**src/rtl/xtce_pkg.sv**
```systemverilog
// Package for the XML tag content extractor.
// Holds byte codes, widths, register indexes and the config struct; no dependencies.
`timescale 1ns / 1ps

package xtce_pkg;

  localparam int TagMaxLenDef = 16;
  localparam int CntW         = 5;
  localparam int CfgIdxW      = 2;
  localparam int CfgDataW     = 64;

  localparam logic [7:0] ChLt    = 8'h3C;
  localparam logic [7:0] ChGt    = 8'h3E;
  localparam logic [7:0] ChSlash = 8'h2F;
  localparam logic [7:0] ChNl    = 8'h0A;

  localparam logic [CfgIdxW-1:0] RegTagCharsLow  = 2'd0;
  localparam logic [CfgIdxW-1:0] RegTagCharsHigh = 2'd1;
  localparam logic [CfgIdxW-1:0] RegTagLength    = 2'd2;

  localparam logic [CfgDataW-1:0] TagCharsLowRst  = 64'h0000_0000_6E61_654D;
  localparam logic [CfgDataW-1:0] TagCharsHighRst = 64'h0;
  localparam logic [CntW-1:0]     TagLengthRst    = 5'd4;

  typedef struct packed {
    logic [CfgDataW-1:0] chars_low;
    logic [CfgDataW-1:0] chars_high;
    logic [CntW-1:0]     length;
  } cfg_t;

  typedef struct packed {
    logic       valid;
    logic [7:0] data;
    logic       last;
  } result_t;

endpackage

```
**src/rtl/xtce_parser.sv**
```systemverilog
// Parse state machine and incremental start-tag name compare.
// Uses xtce_pkg; one byte per enabled cycle, result is combinational.
`timescale 1ns / 1ps

module xtce_parser
  import xtce_pkg::*;
#(
  parameter int TAG_MAX_LEN = TagMaxLenDef
) (
  input  logic       clk,
  input  logic       rst,
  input  logic       step,
  input  logic [7:0] byte_in,
  input  cfg_t       cfg,
  output result_t    result
);

  typedef enum logic [2:0] {
    MODE_OUTSIDE,
    MODE_AFTER_LT,
    MODE_START,
    MODE_END,
    MODE_BODY
  } mode_t;

  mode_t           mode, mode_next;
  logic            match_flag, match_flag_next;
  logic [CntW-1:0] name_count, name_count_next;
  logic            name_mismatch, name_mismatch_next;

  logic [2*CfgDataW-1:0] wanted;
  logic [7:0]            wanted_char;
  logic                  do_start, do_body;

  assign wanted      = {cfg.chars_high, cfg.chars_low};
  assign wanted_char = wanted[{name_count[3:0], 3'b000} +: 8];

  always_comb begin
    mode_next          = mode;
    match_flag_next    = match_flag;
    name_count_next    = name_count;
    name_mismatch_next = name_mismatch;
    do_start           = 1'b0;
    do_body            = 1'b0;
    result             = '0;

    unique case (mode)
      MODE_AFTER_LT: begin
        if (byte_in == ChSlash) begin
          mode_next = MODE_END;
        end else if (byte_in != ChLt) begin
          mode_next = MODE_START;
          do_start  = 1'b1;
        end
      end
      MODE_START: begin
        do_start = 1'b1;
      end
      MODE_END: begin
        if (byte_in == ChGt) begin
          mode_next = MODE_OUTSIDE;
        end
      end
      MODE_BODY: begin
        do_body = 1'b1;
      end
      default: begin
        if (byte_in == ChLt) begin
          mode_next = MODE_AFTER_LT;
        end else if (byte_in != ChNl) begin
          mode_next = MODE_BODY;
          do_body   = 1'b1;
        end
      end
    endcase

    if (do_start) begin
      if (byte_in == ChGt) begin
        if (!name_mismatch && name_count == cfg.length) begin
          match_flag_next = 1'b1;
        end
        name_count_next    = '0;
        name_mismatch_next = 1'b0;
        mode_next          = MODE_OUTSIDE;
      end else if (name_count >= CntW'(TAG_MAX_LEN)) begin
        name_mismatch_next = 1'b1;
      end else begin
        if (name_count >= cfg.length || wanted_char != byte_in) begin
          name_mismatch_next = 1'b1;
        end
        name_count_next = name_count + CntW'(1);
      end
    end

    if (do_body) begin
      if (byte_in == ChLt) begin
        mode_next = MODE_END;
        if (match_flag) begin
          match_flag_next = 1'b0;
          result.valid    = 1'b1;
          result.last     = 1'b1;
        end
      end else if (match_flag) begin
        result.valid = 1'b1;
        result.data  = byte_in;
      end
    end

    if (!step) begin
      result.valid = 1'b0;
    end
  end

  always_ff @(posedge clk) begin
    if (rst) begin
      mode          <= MODE_OUTSIDE;
      match_flag    <= 1'b0;
      name_count    <= '0;
      name_mismatch <= 1'b0;
    end else if (step) begin
      mode          <= mode_next;
      match_flag    <= match_flag_next;
      name_count    <= name_count_next;
      name_mismatch <= name_mismatch_next;
    end
  end

endmodule

```
**src/rtl/xml_tag_content_extractor.sv**
```systemverilog
// XML tag content extractor, top level.
// Depends on xtce_pkg and xtce_parser.
//
// Usage:
//   Input channel in_valid/in_ready/in_byte carries the text stream, one byte per request.
//   Output channel out_valid/out_ready carries content_byte and record_end: body bytes of
//   elements whose start-tag name equals the configured name, then a record_end request
//   (content_byte zero) at the '<' that ends the body. Bytes that give no result vanish.
//   Config port cfg_we/cfg_index/cfg_data writes tag_chars_low (0), tag_chars_high (1)
//   and tag_length (2); write only while the block is idle.
// Timing:
//   A byte is taken into the input register; when the output register is free or being
//   accepted, the parser updates its state and loads the output register with the result
//   at that same edge. Throughput is one byte per cycle while the output does not stall;
//   the parser computes each result combinationally from the byte in the input register.
// Stall:
//   While out_ready is low and a result waits, the input register holds its byte and
//   in_ready drops once it is full; nothing is lost or repeated.
// Reset:
//   rst (synchronous) empties both registers, returns the parser to the outside state
//   and loads the register reset values (name "Mean", length 4).
`timescale 1ns / 1ps

module xml_tag_content_extractor
  import xtce_pkg::*;
#(
  parameter int TAG_MAX_LEN = TagMaxLenDef
) (
  input  logic                clk,
  input  logic                rst,
  input  logic                in_valid,
  output logic                in_ready,
  input  logic [7:0]          in_byte,
  output logic                out_valid,
  input  logic                out_ready,
  output logic [7:0]          content_byte,
  output logic                record_end,
  input  logic                cfg_we,
  input  logic [CfgIdxW-1:0]  cfg_index,
  input  logic [CfgDataW-1:0] cfg_data
);

  cfg_t       cfg;
  logic       in_full;
  logic [7:0] in_data;
  logic       step;
  result_t    result;

  assign step     = in_full && (!out_valid || out_ready);
  assign in_ready = !in_full || step;

  always_ff @(posedge clk) begin
    if (rst) begin
      cfg.chars_low  <= TagCharsLowRst;
      cfg.chars_high <= TagCharsHighRst;
      cfg.length     <= TagLengthRst;
    end else if (cfg_we) begin
      unique case (cfg_index)
        RegTagCharsLow:  cfg.chars_low  <= cfg_data;
        RegTagCharsHigh: cfg.chars_high <= cfg_data;
        RegTagLength:    cfg.length     <= cfg_data[CntW-1:0];
        default: ;
      endcase
    end
  end

  always_ff @(posedge clk) begin
    if (rst) begin
      in_full <= 1'b0;
    end else if (in_ready) begin
      in_full <= in_valid;
    end
    if (in_valid && in_ready) begin
      in_data <= in_byte;
    end
  end

  xtce_parser #(
    .TAG_MAX_LEN (TAG_MAX_LEN)
  ) u_parser (
    .clk     (clk),
    .rst     (rst),
    .step    (step),
    .byte_in (in_data),
    .cfg     (cfg),
    .result  (result)
  );

  always_ff @(posedge clk) begin
    if (rst) begin
      out_valid <= 1'b0;
    end else if (!out_valid || out_ready) begin
      out_valid <= result.valid;
    end
    if (result.valid && (!out_valid || out_ready)) begin
      content_byte <= result.data;
      record_end   <= result.last;
    end
  end

endmodule
```
**config.mk**
```make
export PLATFORM = sky130hd
export DESIGN_NAME = xml_tag_content_extractor
export DESIGN_NICKNAME = d
export VERILOG_FILES = /design/src/rtl/xtce_pkg.sv /design/src/rtl/xtce_parser.sv /design/src/rtl/xml_tag_content_extractor.sv
export SDC_FILE = /design/constraint.sdc
export NUM_CORES = 1
export LEC_CHECK = 0
export ABC_AREA = 1
export ABC_CLOCK_PERIOD_IN_PS = 5450
export BUFFER_PORTS_ARGS = -buffer_cell sky130_fd_sc_hd__buf_2
export CORE_ASPECT_RATIO = 1.2
export CORE_UTILIZATION = 56
export CTS_CLUSTER_DIAMETER = 120
export DETAILED_ROUTE_END_ITERATION = 12
export GPL_ROUTABILITY_DRIVEN = 0
export GPL_TIMING_DRIVEN = 1
export PLACE_DENSITY = 0.75
export SLEW_MARGIN = 30
export SYNTH_ARGS = -nofsm -noshare
export SYNTH_HDL_FRONTEND = slang
export SYNTH_SLANG_ARGS = --single-unit
export TNS_END_PERCENT = 1
```
**constraint.sdc**
```tcl
create_clock -name clk -period 5.45 [get_ports clk]
set_clock_uncertainty 0.15 [all_clocks]
set_input_delay 0.8175 -clock clk [delete_from_list [all_inputs] [get_ports clk]]
set_output_delay 0.8175 -clock clk [all_outputs]
set_load 0.05 [all_outputs]
```
# Word-level counts from Yosys, hierarchy flattened
# Cells that the tools add are included.
# Widths: inputs -> output; s select.
# totals
inputBits,79
mem_bits_rw,0
ff_bits,162
output_inout_bits,11
wordCells,87
memories,0
latch_bits,0
mem_bits_ro,0
# classes
n_lt_le_gt_ge,2
muxes,34
mul,0
eq_ne,14
n_bitwise,2
n_div,0
n_reduce_logical,21
shift,1
addsub,1
# op_table
cell,count
$shiftx 128x8->8,1
$mux 3,9
$eq 8x6->1 const B,3
$mux 1,17
$mux 10,1
$mux 5,2
$mux 9,1
$pmux 3 s3,1
$mux 8,1
$ne 8x4->1 const B,1
$ne 8x6->1 const B,1
$ne 8x8->1,1
$reduce_and 2->1,4
$eq 3x2->1 const B,2
$reduce_and 3->1,2
$reduce_or 3->1,2
$add 5x1->5 const B,1
$eq 5x5->1,1
$ge 5x5->1,1
$ge 5x5->1 const B,1
$logic_and 1x1->1,4
$pmux 1 s2,2
$eq 3x1->1 const B,1
$eq 3x3->1 const B,1
other kinds (9),14

# Depth between registers and ports, before layout
# depth
ltp_word,8
ltp_mapped,17

# Hierarchy
# Synthesis repeated with hierarchy kept, for this count alone.
# hier_totals
hier_cells,1349
area_unflattened_um2,8613.3
# modules_own_cells
mod,cells_each,instances,area_per_inst_um2
xml_tag_content_extractor,857,1,6172.2
xtce_parser,492,1,2441.1

# Least setup slack after synthesis
# Ideal clock, no wire load.
# synth_timing
kind,input to output
startpoint,input out_ready
endpoint,output in_ready
stages,2
path_slack_ps,3205
path_buffers,0
arrival_time_ps,1278
cell_sequence,inv_1 -> nand3_1
# synth_via
elab_chain_cells,3
# synth_rtl
item,line_no,rtl
"start, declared",xml_tag_content_extractor.sv:35,"input logic out_ready,"
$logic_or 1x1->1,xml_tag_content_extractor.sv:49,assign step = in_full && (!out_valid || out_ready);
$logic_and 1x1->1,xml_tag_content_extractor.sv:49,
$logic_or 1x1->1,xml_tag_content_extractor.sv:50,assign in_ready = !in_full || step;
"end, declared",xml_tag_content_extractor.sv:32,"output logic in_ready,"
# No other way between the ends.

# Final worst setup path
# layout_timing
startpoint,input cfg_index[0]
endpoint,register cfg[63] (netlist name)
# layout_via
elab_chain_cells,2
# layout_rtl
item,line_no,rtl
"start, declared",xml_tag_content_extractor.sv:39,"input logic [CfgIdxW-1:0] cfg_index,"
$eq 2x1->1,xml_tag_content_extractor.sv:58,unique case (cfg_index)
$reduce_and 2->1 (no line),--,
# No other way between the ends.
# A chain may end at the register's enable or synchronous reset.

==> key figures <==
Detailed routing
  • Starting DRC count in detailed routing: between 500 and 600
  • Vias per cell: roughly 5.4
  • DRC Markers: 0
  • Post-DRT Antenna Nets: 0
  • Total Wirelength: between 15 and 20 mm
  • Mean routed wirelength per cell: between 10 and 15 um
  • Routed via count: ~7,000
  • First-pass DRT Iterations: 5

Floorplan
  • Die Wd: between 100 and 150 um
  • Io pins: 90
  • Row Count: 45
  • Initial core utilization: between 50% and 60%
  • Core Region: around 13,000 um2
  • Die Ht: 129 um
  • Die area: about 14,000 um2

Place
  • Post-Place Setup Slack: about 2400 ps
  • PortBufs: ~90
  • Placed cell areas: 7910 um2
  • Hpwl dp: 12.2 mm

Critical path
  • Worst-path fanout max: 64
  • CP required: approximately 5600 ps
  • Critical path data arrival time: approximately 3000 ps
  • CP Class: in -> reg
  • CP Capture Type: flop
  • CP Launch Type: input pin
  • Reg2reg path depth: 15

Clocking
  • Post-CTS Setup Repair Bufs: 0
  • H-tree levels: 4
  • TritonCTS buffer count: 17
  • CTS tree: done
  • Max clock buf depth: 2
  • CTS sink cnt: roughly 160
  • Number of gates resized after cts: 0
  • Clk_lat worst skew: ~430 ps
  • CTS root buffer: clkbuf_16
  • # hold bufs at CTS: 0
  • Clock Pin Slew Worst Setup and Hold Paths: 60 ps

STA
  • FMAX: between 300 and 400 MHz
  • Tmin final: between 2000 and 3000 ps
  • Setup Viol. Count Final: 0
  • Slew Limit Headroom: between 30 and 40%
  • Fin crit share: 51.3%
  • Final worst setup slack: 2650 ps
  • Sum Neg Setup Slack: 0 ps
  • Worst slew pin tran: roughly 900 ps
  • Final Hold Fails: 0
  • RSZ-0062 raised after global routing: false
  • Fin. max-slew vios: 0

Yosys
  • Synth cell types: 29
  • Mapped Cells: roughly 1,100
  • Yosys warnings: 0
  • Number of synthesized register bits: around 160
  • Post-synth EDFFs: 17
  • Synthesized area per cell: around 7 um2
  • Main flop type after synthesis: dfxtp_1
  • Area leader, netlist: dfxtp_1
  • Top-area cell type share of the netlist area: between 30 and 40%
  • Syn_nets: about 1,200
  • Async set-or-reset flop fraction in the synthesized netlist: 0%
  • Synthesized area: around 7500 um2
  • Sequential cell area fraction in the yosys report: between 40% and 50%
  • Top cells by area, synth: dfxtp_1, nand2_1, o21ai_0

Run status
  • Run status: complete, no violations

GRT
  • Largest net degree at the start of global routing: 89
  • Vias in the first global route: between 6,000 and 7,000
  • First-pass GRT wire length: 31.3 mm
  • Total Routing Usage GR: between 20 and 30%
  • GRT overflow: 0
  • Initial antenna violation count: 0

Finish
  • P&R area growth vs syn: 13.8%
  • Commonest cells after routing, fill and taps aside: nand2_1, dfxtp_1, o21ai_0
  • Design area: between 8000 and 9000 um2
  • ANT cells: 0
  • Layout fillers: 1,195
  • Fin util: between 60 and 70%
  • NumNets Final: roughly 1,200
  • Layout cell share with drive strength beyond 1: approximately 12%
  • Most common cell after layout, fill and taps aside: nand2_1

Power and ir drop
  • Leakage: roughly 3.8 nW
  • Worst VDD drop: 218 uV
  • P per Cell Area: 327 nW/um2
  • Total power: between 2 and 3 mW

Min path
  • HP Class: reg -> reg
  • Hold depth: 2

Flow run
  • Max-cap violations: 0
-- layout make-up --
type | count | area [um2] | share of cell area, %
Inverter | 141 | 531 | 6.23
Multi-Input combinational cell | 703 | 3250 | 38.2
Timing Repair Buffer | 98 | 513 | 6.03
Clock inverter | 3 | 65.1 | 0.764
Tap cell | 164 | 205 | 2.41
Clock buffer | 27 | 536 | 6.29
Sequential cell | 162 | 3410 | 40.1
-- critical path, cell delays in order --
cell and delay, ps:
buf_2 110, inv_1 70, nor3_2 140, buf_4 300
clkinv_2 650, buf_4 520, o21ai_0 220, a21oi_1 60
-- path summary, 6_finish.rpt --
kind	start	slack, ps	end
setup reg to reg	u_parser.name_count[0]$_SDFFE_PP0P_	2730	u_parser.name_mismatch$_SDFFE_PP0P_
hold / removal	cfg[36]$_SDFFE_PP0P_	300	cfg[36]$_SDFFE_PP0P_
setup / recovery	cfg_index[0]	2650	cfg[63]$_SDFFE_PP0P_
hold reg to reg	cfg[36]$_SDFFE_PP0P_	300	cfg[36]$_SDFFE_PP0P_
-- sequential cells by signal (all words and copies together), names as in the netlist, 3 cells and up --
signal and count:
cfg 133, in_data 8, u_parser.mode 3, content_byte 8, u_parser.name_count 5
-- per-layer routing --
layer	GRT usage, %	up-vias	wire length (um)
li1	-	3546	-
met1	37.9	3176	8190
met2	48.1	245	9000
met3	5.42	37	1400
met4	11.8	0	426
met5	0	-	0
-- power breakdown --
group	leakage (nW)	total [mW]	internal [mW]	switching, mW
Combinational	2.20	0.284	0.0953	0.189
Sequential	1.34	1.28	1.26	0.0223
Clock	0.294	1.22	0.761	0.457
Total	3.83	2.79	2.12	0.668
-- Yosys cell counts (2+ instances only) --
library cell,n
nand2_1,208
dfxtp_1,145
o21ai_0,142
inv_1,137
nor2_1,128
a21oi_1,99
nand3_1,85
clkbuf_1,42
edfxtp_1,17
o211ai_1,13
buf_2,11
buf_4,7
ha_1,6
nor3_1,6
buf_6,3
clkinv_1,3
nor4_1,3
a211oi_1,2
nand4_1,2
-- stage by stage --
stage | std cells | hold WS (ps)
2_1_floorplan | 1069 | 274
4_1_cts | 1298 | 303
3_5_place_dp | 1268 | 291
6_report | 1298 | 303
3_3_place_gp | 1268 | 284
5_1_grt | 1298 | 318
-- kinds of logic after synthesis --
group	share of synthesized area, %
simple gates	24.0
flops	45.6
fa+ha+maj	1.00
buf+inv	11.1
compound gates	18.3
Note: power is estimated with default switching activity, not from simulation.
